File: src/rtl/hswrp_pkg.sv
`timescale 1ns / 1ps
// ---------------------------------------------------------------------------
// hswrp_pkg
// Types, codes and constants shared by the hashed set modules.
// ---------------------------------------------------------------------------
package hswrp_pkg;

  localparam int SLOTS_DEF = 1024;

  localparam int OP_W     = 2;
  localparam int VALUE_W  = 32;
  localparam int DRAW_W   = 31;
  localparam int STATUS_W = 3;
  localparam int COUNT_W  = 11;
  localparam int DIV_CNT_W = $clog2(DRAW_W);

  localparam logic [63:0] FNV_BASIS = 64'hcbf29ce484222325;
  localparam logic [63:0] FNV_PRIME = 64'h00000100000001b3;

  typedef enum logic [OP_W-1:0] {
    OP_INSERT = 2'd0,
    OP_REMOVE = 2'd1,
    OP_PICK   = 2'd2
  } op_t;

  typedef enum logic [STATUS_W-1:0] {
    ST_OK      = 3'd0,
    ST_PRESENT = 3'd1,
    ST_COLLIDE = 3'd2,
    ST_ABSENT  = 3'd3,
    ST_EMPTY   = 3'd4
  } status_t;

  typedef struct packed {
    logic [OP_W-1:0]           op;
    logic signed [VALUE_W-1:0] value;
    logic [DRAW_W-1:0]         random_draw;
  } req_t;

  typedef struct packed {
    logic [STATUS_W-1:0]       status;
    logic signed [VALUE_W-1:0] picked_value;
    logic [COUNT_W-1:0]        count_after;
  } rsp_t;

  // controller -> datapath
  typedef struct packed {
    logic    idle;
    logic    load;
    logic    hash_init;
    logic    hash_src_last;
    logic    hash_step;
    logic    slot_rd;
    logic    slot_keep;
    logic    ins_wr;
    logic    pos_keep;
    logic    last_rd;
    logic    move_wr;
    logic    repoint_wr;
    logic    clear_wr;
    logic    div_init;
    logic    div_step;
    logic    pick_rd;
    logic    clr_wr;
    logic    finish;
    status_t status;
  } cmd_t;

  // datapath -> controller
  typedef struct packed {
    logic [OP_W-1:0] op;
    logic            hash_last;
    logic            slot_used;
    logic            key_match;
    logic            count_zero;
    logic            count_full;
    logic            div_last;
    logic            clr_last;
    logic            out_free;
  } sts_t;

endpackage

File: src/rtl/hswrp_ctrl.sv
`timescale 1ns / 1ps
// ---------------------------------------------------------------------------
// hswrp_ctrl
// Sequencer for insert, remove and random pick, plus the slot clearing pass.
// ---------------------------------------------------------------------------
module hswrp_ctrl (
  input  logic             clk,
  input  logic             rst,
  input  logic             req_valid,
  input  hswrp_pkg::sts_t  sts,
  output hswrp_pkg::cmd_t  cmd
);

  typedef enum logic [3:0] {
    S_CLEAR, S_IDLE, S_DECODE, S_HASH_V, S_SLOT_RD, S_SLOT_CHK, S_RM_LAST,
    S_HASH_L, S_REPOINT, S_RM_CLEAR, S_DIV, S_PICK_RD, S_DONE
  } state_t;

  state_t              state;
  hswrp_pkg::status_t  st;
  logic                rm_hit;

  assign rm_hit = sts.slot_used && sts.key_match && !sts.count_zero;

  always_ff @(posedge clk) begin
    if (rst) begin
      state <= S_CLEAR;
      st    <= hswrp_pkg::ST_OK;
    end else begin
      unique case (state)
        S_CLEAR: begin
          if (sts.clr_last) state <= S_IDLE;
        end
        S_IDLE: begin
          if (req_valid) state <= S_DECODE;
        end
        S_DECODE: begin
          st <= hswrp_pkg::ST_OK;
          unique case (sts.op)
            hswrp_pkg::OP_INSERT, hswrp_pkg::OP_REMOVE: state <= S_HASH_V;
            hswrp_pkg::OP_PICK: begin
              if (sts.count_zero) begin
                st    <= hswrp_pkg::ST_EMPTY;
                state <= S_DONE;
              end else begin
                state <= S_DIV;
              end
            end
            default: state <= S_DONE;
          endcase
        end
        S_HASH_V: begin
          if (sts.hash_last) state <= S_SLOT_RD;
        end
        S_SLOT_RD: state <= S_SLOT_CHK;
        S_SLOT_CHK: begin
          if (sts.op == hswrp_pkg::OP_INSERT) begin
            if (sts.slot_used) begin
              st <= sts.key_match ? hswrp_pkg::ST_PRESENT : hswrp_pkg::ST_COLLIDE;
            end
            state <= S_DONE;
          end else if (rm_hit) begin
            state <= S_RM_LAST;
          end else begin
            st    <= hswrp_pkg::ST_ABSENT;
            state <= S_DONE;
          end
        end
        S_RM_LAST: state <= S_HASH_L;
        S_HASH_L: begin
          if (sts.hash_last) state <= S_REPOINT;
        end
        S_REPOINT:  state <= S_RM_CLEAR;
        S_RM_CLEAR: state <= S_DONE;
        S_DIV: begin
          if (sts.div_last) state <= S_PICK_RD;
        end
        S_PICK_RD: state <= S_DONE;
        S_DONE: begin
          if (sts.out_free) state <= S_IDLE;
        end
        default: state <= S_CLEAR;
      endcase
    end
  end

  always_comb begin
    cmd        = '0;
    cmd.status = st;
    unique case (state)
      S_CLEAR: cmd.clr_wr = 1'b1;
      S_IDLE: begin
        cmd.idle = 1'b1;
        cmd.load = req_valid;
      end
      S_DECODE: begin
        cmd.hash_init = (sts.op == hswrp_pkg::OP_INSERT) ||
                        (sts.op == hswrp_pkg::OP_REMOVE);
        cmd.div_init  = (sts.op == hswrp_pkg::OP_PICK) && !sts.count_zero;
      end
      S_HASH_V, S_HASH_L: cmd.hash_step = 1'b1;
      S_SLOT_RD: begin
        cmd.slot_rd   = 1'b1;
        cmd.slot_keep = 1'b1;
      end
      S_SLOT_CHK: begin
        if (sts.op == hswrp_pkg::OP_INSERT) begin
          cmd.ins_wr = !sts.slot_used && !sts.count_full;
        end else begin
          cmd.pos_keep = rm_hit;
          cmd.last_rd  = rm_hit;
        end
      end
      S_RM_LAST: begin
        cmd.move_wr       = 1'b1;
        cmd.hash_init     = 1'b1;
        cmd.hash_src_last = 1'b1;
      end
      S_REPOINT:  cmd.repoint_wr = 1'b1;
      S_RM_CLEAR: cmd.clear_wr   = 1'b1;
      S_DIV:      cmd.div_step   = 1'b1;
      S_PICK_RD:  cmd.pick_rd    = 1'b1;
      S_DONE:     cmd.finish     = sts.out_free;
      default: ;
    endcase
  end

endmodule

File: config.mk
export PLATFORM = sky130hd
export DESIGN_NAME = hswrp_ctrl
export DESIGN_NICKNAME = d
export VERILOG_FILES = /design/src/rtl/hswrp_pkg.sv /design/src/rtl/hswrp_ctrl.sv
export SDC_FILE = /design/constraint.sdc
export NUM_CORES = 1
export LEC_CHECK = 0
export BUFFER_PORTS_ARGS = -buffer_cell sky130_fd_sc_hd__clkbuf_2
export CELL_PAD_IN_SITES_DETAIL_PLACEMENT = 1
export CELL_PAD_IN_SITES_GLOBAL_PLACEMENT = 1
export CORE_ASPECT_RATIO = 1.5
export CORE_MARGIN = 5
export CORE_UTILIZATION = 35
export DETAILED_ROUTE_END_ITERATION = 10
export PLACE_DENSITY = 0.93
export REMOVE_ABC_BUFFERS = 1
export SLEW_MARGIN = 20
export SYNTH_ARGS = -nofsm -noshare
export SYNTH_HDL_FRONTEND = slang
export SYNTH_SLANG_ARGS = --single-unit
File: constraint.sdc
create_clock -name clk -period 3.95 [get_ports clk]
set_input_delay 0.5925 -clock clk [delete_from_list [all_inputs] [get_ports clk]]
set_output_delay 0.5925 -clock clk [all_outputs]
set_load 0.02 [all_outputs]
==> results.md <==
- Share of cells above drive strength 1: 34.4%
- RSZ-0062 raised after global routing: no
- Slew headroom: 54.8%
- Core Footprint: 0.00208 mm2
- Skew-Pair Late Insertion Delay: 0.26 ns
- Critical Path AT: 1.87 ns
- H-Tree Depth: 1
- Antenna fix cells: 0
- Largest net degree at the start of global routing: 23
- Seq pwr share: 32.3%
- Total CTS buffers: 3
- Status: complete, no violations
- Post-layout util: 43.6%
- Lkg Pwr: 0.388 nW
- Area delta synth->final: 17.3%
- Setup TNS: 0 ns
- DR DRC count: 0
- CP Class: flip-flop to output pin
- Most common cell in the netlist: nor3_1
- Top cell family by delay on the critical path: simple AND/OR/NAND/NOR gates
- Final setup violating endpoints: 0
- Clk_skew: 0.000708 ns
- Vias per cell: 5.91
- Highest-delay cell along the critical path: dfxtp_1
- Seq/Total Area, Yosys: 18.2%
- Post-synth EDFFs: 0
- Slew Limit Fails: 0
- Sw frac: 51.4%
- Yosys reg bits: 7
- Fin nets: 139
- Critical path depth: 3
- # fillers: 281
- Maximum clock insertion buffer count: 2
- Die X: 48.3 um
- Worst stage delay on the critical path: 0.72 ns
- Yosys top cell by area: dfxtp_1
- PostCTS Resize Cnt: 0
- Crit share post-route: 62.3%
- Fmax achieved: 406 MHz
- Initial DRC count: 13
- Die area: 0.00326 mm2
- Port Buffers: 33
- Buf/Inv on CP: 1
- DP Wirelength: 1740 um
- Async set-reset flop share out of synthesis: 0%
- Commonest cells in the netlist: nor3_1, nor2_1, dfxtp_1, nor2b_1
- Cell row count: 20
- Synth warnings: 0
- Clk network pwr share: 13.7%
- Max_cap viols: 0
- Synth top area cells: dfxtp_1, nor3_1, nor2b_1
- Yosys top cell area share: 18.2%
- Routed length per placed instance: 15.4 um
- Power Dens Cells: 537 mW/mm2
- Synth Cell Area: 772 um2
- Vert. Die Dim: 67.5 um
- Max FO, Critical Path: 21
- Crit path time final: 2.46 ns
- Syn Inst Count: 99
- Cells on worst reg2reg path: 4
- Overall routing resource usage: 14.0%
- CTS Sinks: 7
- WHS Path Cells: 3
- Router iterations before antenna repair: 4
- Pint: 0.237 mW
- GR Overflow Total: 0
- CP startpoint kind: flip-flop
- Final Hold Vio Count: 0
- I/O pins: 34
- Vias in the first global route: 861
- DRT antenna net count: 0
- Root buf cell: clkbuf_4
- Initial antenna violation count: 0
- Gpl congestion: 0.788
- # hold bufs at CTS: 0
- Crit. End Element: output pin
- Worst path cell trace: nor4b_2 -> and4bb_2 -> clkbuf_2
- Library cells used by synthesis: 45
- Routed WL: 2270 um
- Hold WC Path Type: flip-flop to flip-flop
- CTS tree: built
- Avg Cell Area, Syn: 7.80 um2
- Dominant synthesized flop cell: dfxtp_1
- Via count: 869
- Logic pwr share: 54.0%
- Sw power: 0.250 mW
- Initial Util: 37.2%
- Worst-path clk slew: 0.05 ns
- CP required: 3.36 ns
- Worst Tran Pin Value: 0.677 ns
- Maximum VDD drop: 0.000211 V
- Postcts setup bufs: 0
- First-pass GRT wire length: 3700 um
[per-stage QoR]
stage	hold slack (ns)	instances	total power, mW	setup slack [ns]	instance area [um2]
2_1_floorplan	0.655	88	0.331	1.75	687
3_3_place_gp	0.574	143	0.409	1.82	880
3_5_place_dp	0.586	143	0.423	1.76	880
4_1_cts	0.597	147	0.493	1.46	906
5_1_grt	0.647	147	0.529	1.35	906
6_report	0.589	147	0.487	1.49	906
[path summary, 6_finish.rpt]
path	endpoint	startpoint	slack, ns
setup / recovery	cmd[7]	state[1]	1.49
hold / removal	st[0]	st[0]	0.59
setup reg to reg	st[1]	state[1]	2.14
hold reg to reg	st[0]	st[0]	0.59
[cell families (layout without fill, tap and decap cells)]
group                  Yosys count  count (layout)  synth area share [%]
and+or+nand+nor                 47              47                  38.3
AOI/OAI and AO/OA               29              29                  28.0
buffers and inverters           14              40                  12.5
DFF                              7               7                  18.2
muxes                            2               2                  3.08
[sequential cells by signal (all words and copies together), names as in the netlist]
name / count
state: 4
st: 3
[power by group through the flow]
| stage | sequential (mW) | clock, mW | combinational, mW |
|---|---|---|---|
| 2_1_floorplan | 0.138 | 0 | 0.192 |
| 3_3_place_gp | 0.155 | 0 | 0.254 |
| 3_5_place_dp | 0.158 | 0 | 0.265 |
| 4_1_cts | 0.157 | 0.0693 | 0.267 |
| 5_1_grt | 0.167 | 0.0751 | 0.287 |
| 6_report | 0.157 | 0.0666 | 0.263 |
[area by class of cell]
class                   instances  area, um2  share of cell area, %
clock buffers                   4       26.3                   2.90
inverters                       3       11.3                   1.24
multi-input cells              78        536                   59.1
flip-flops and latches          7        140                   15.5
repair buffers                 33        165                   18.2
well taps                      22       27.5                   3.04
[worst reg2reg max path, delay by kind of cell, from the launching register on]
family             cells  cell delay [ns]
AOI/OAI and AO/OA      2             0.30
DFF                    1             0.72
muxes                  1             0.20
and+or+nand+nor        1             0.45
[layout by cell type, fill, tap and decap left out, types with 3 or more instances in the layout]
cell	n
nor2_1	8
o22ai_1	3
clkbuf_4	3
clkbuf_2	33
nor2b_1	7
nor3_1	10
o21ai_0	4
o31ai_1	3
dfxtp_1	7
nand2_1	5
[layer usage]
metal | up-vias | wire, um | GRT usage (%) | share of wire, %
met2 | 33 | 1230 | 27.3 | 54
met4 | 0 | 34 | 6.23 | 1.5
met3 | 5 | 168 | 3.75 | 7.4
met5 | - | 0 | 0 | 0
li1 | 427 | - | - | -
met1 | 404 | 834 | 13.5 | 37
Note: power is estimated with default switching activity, not from simulation.
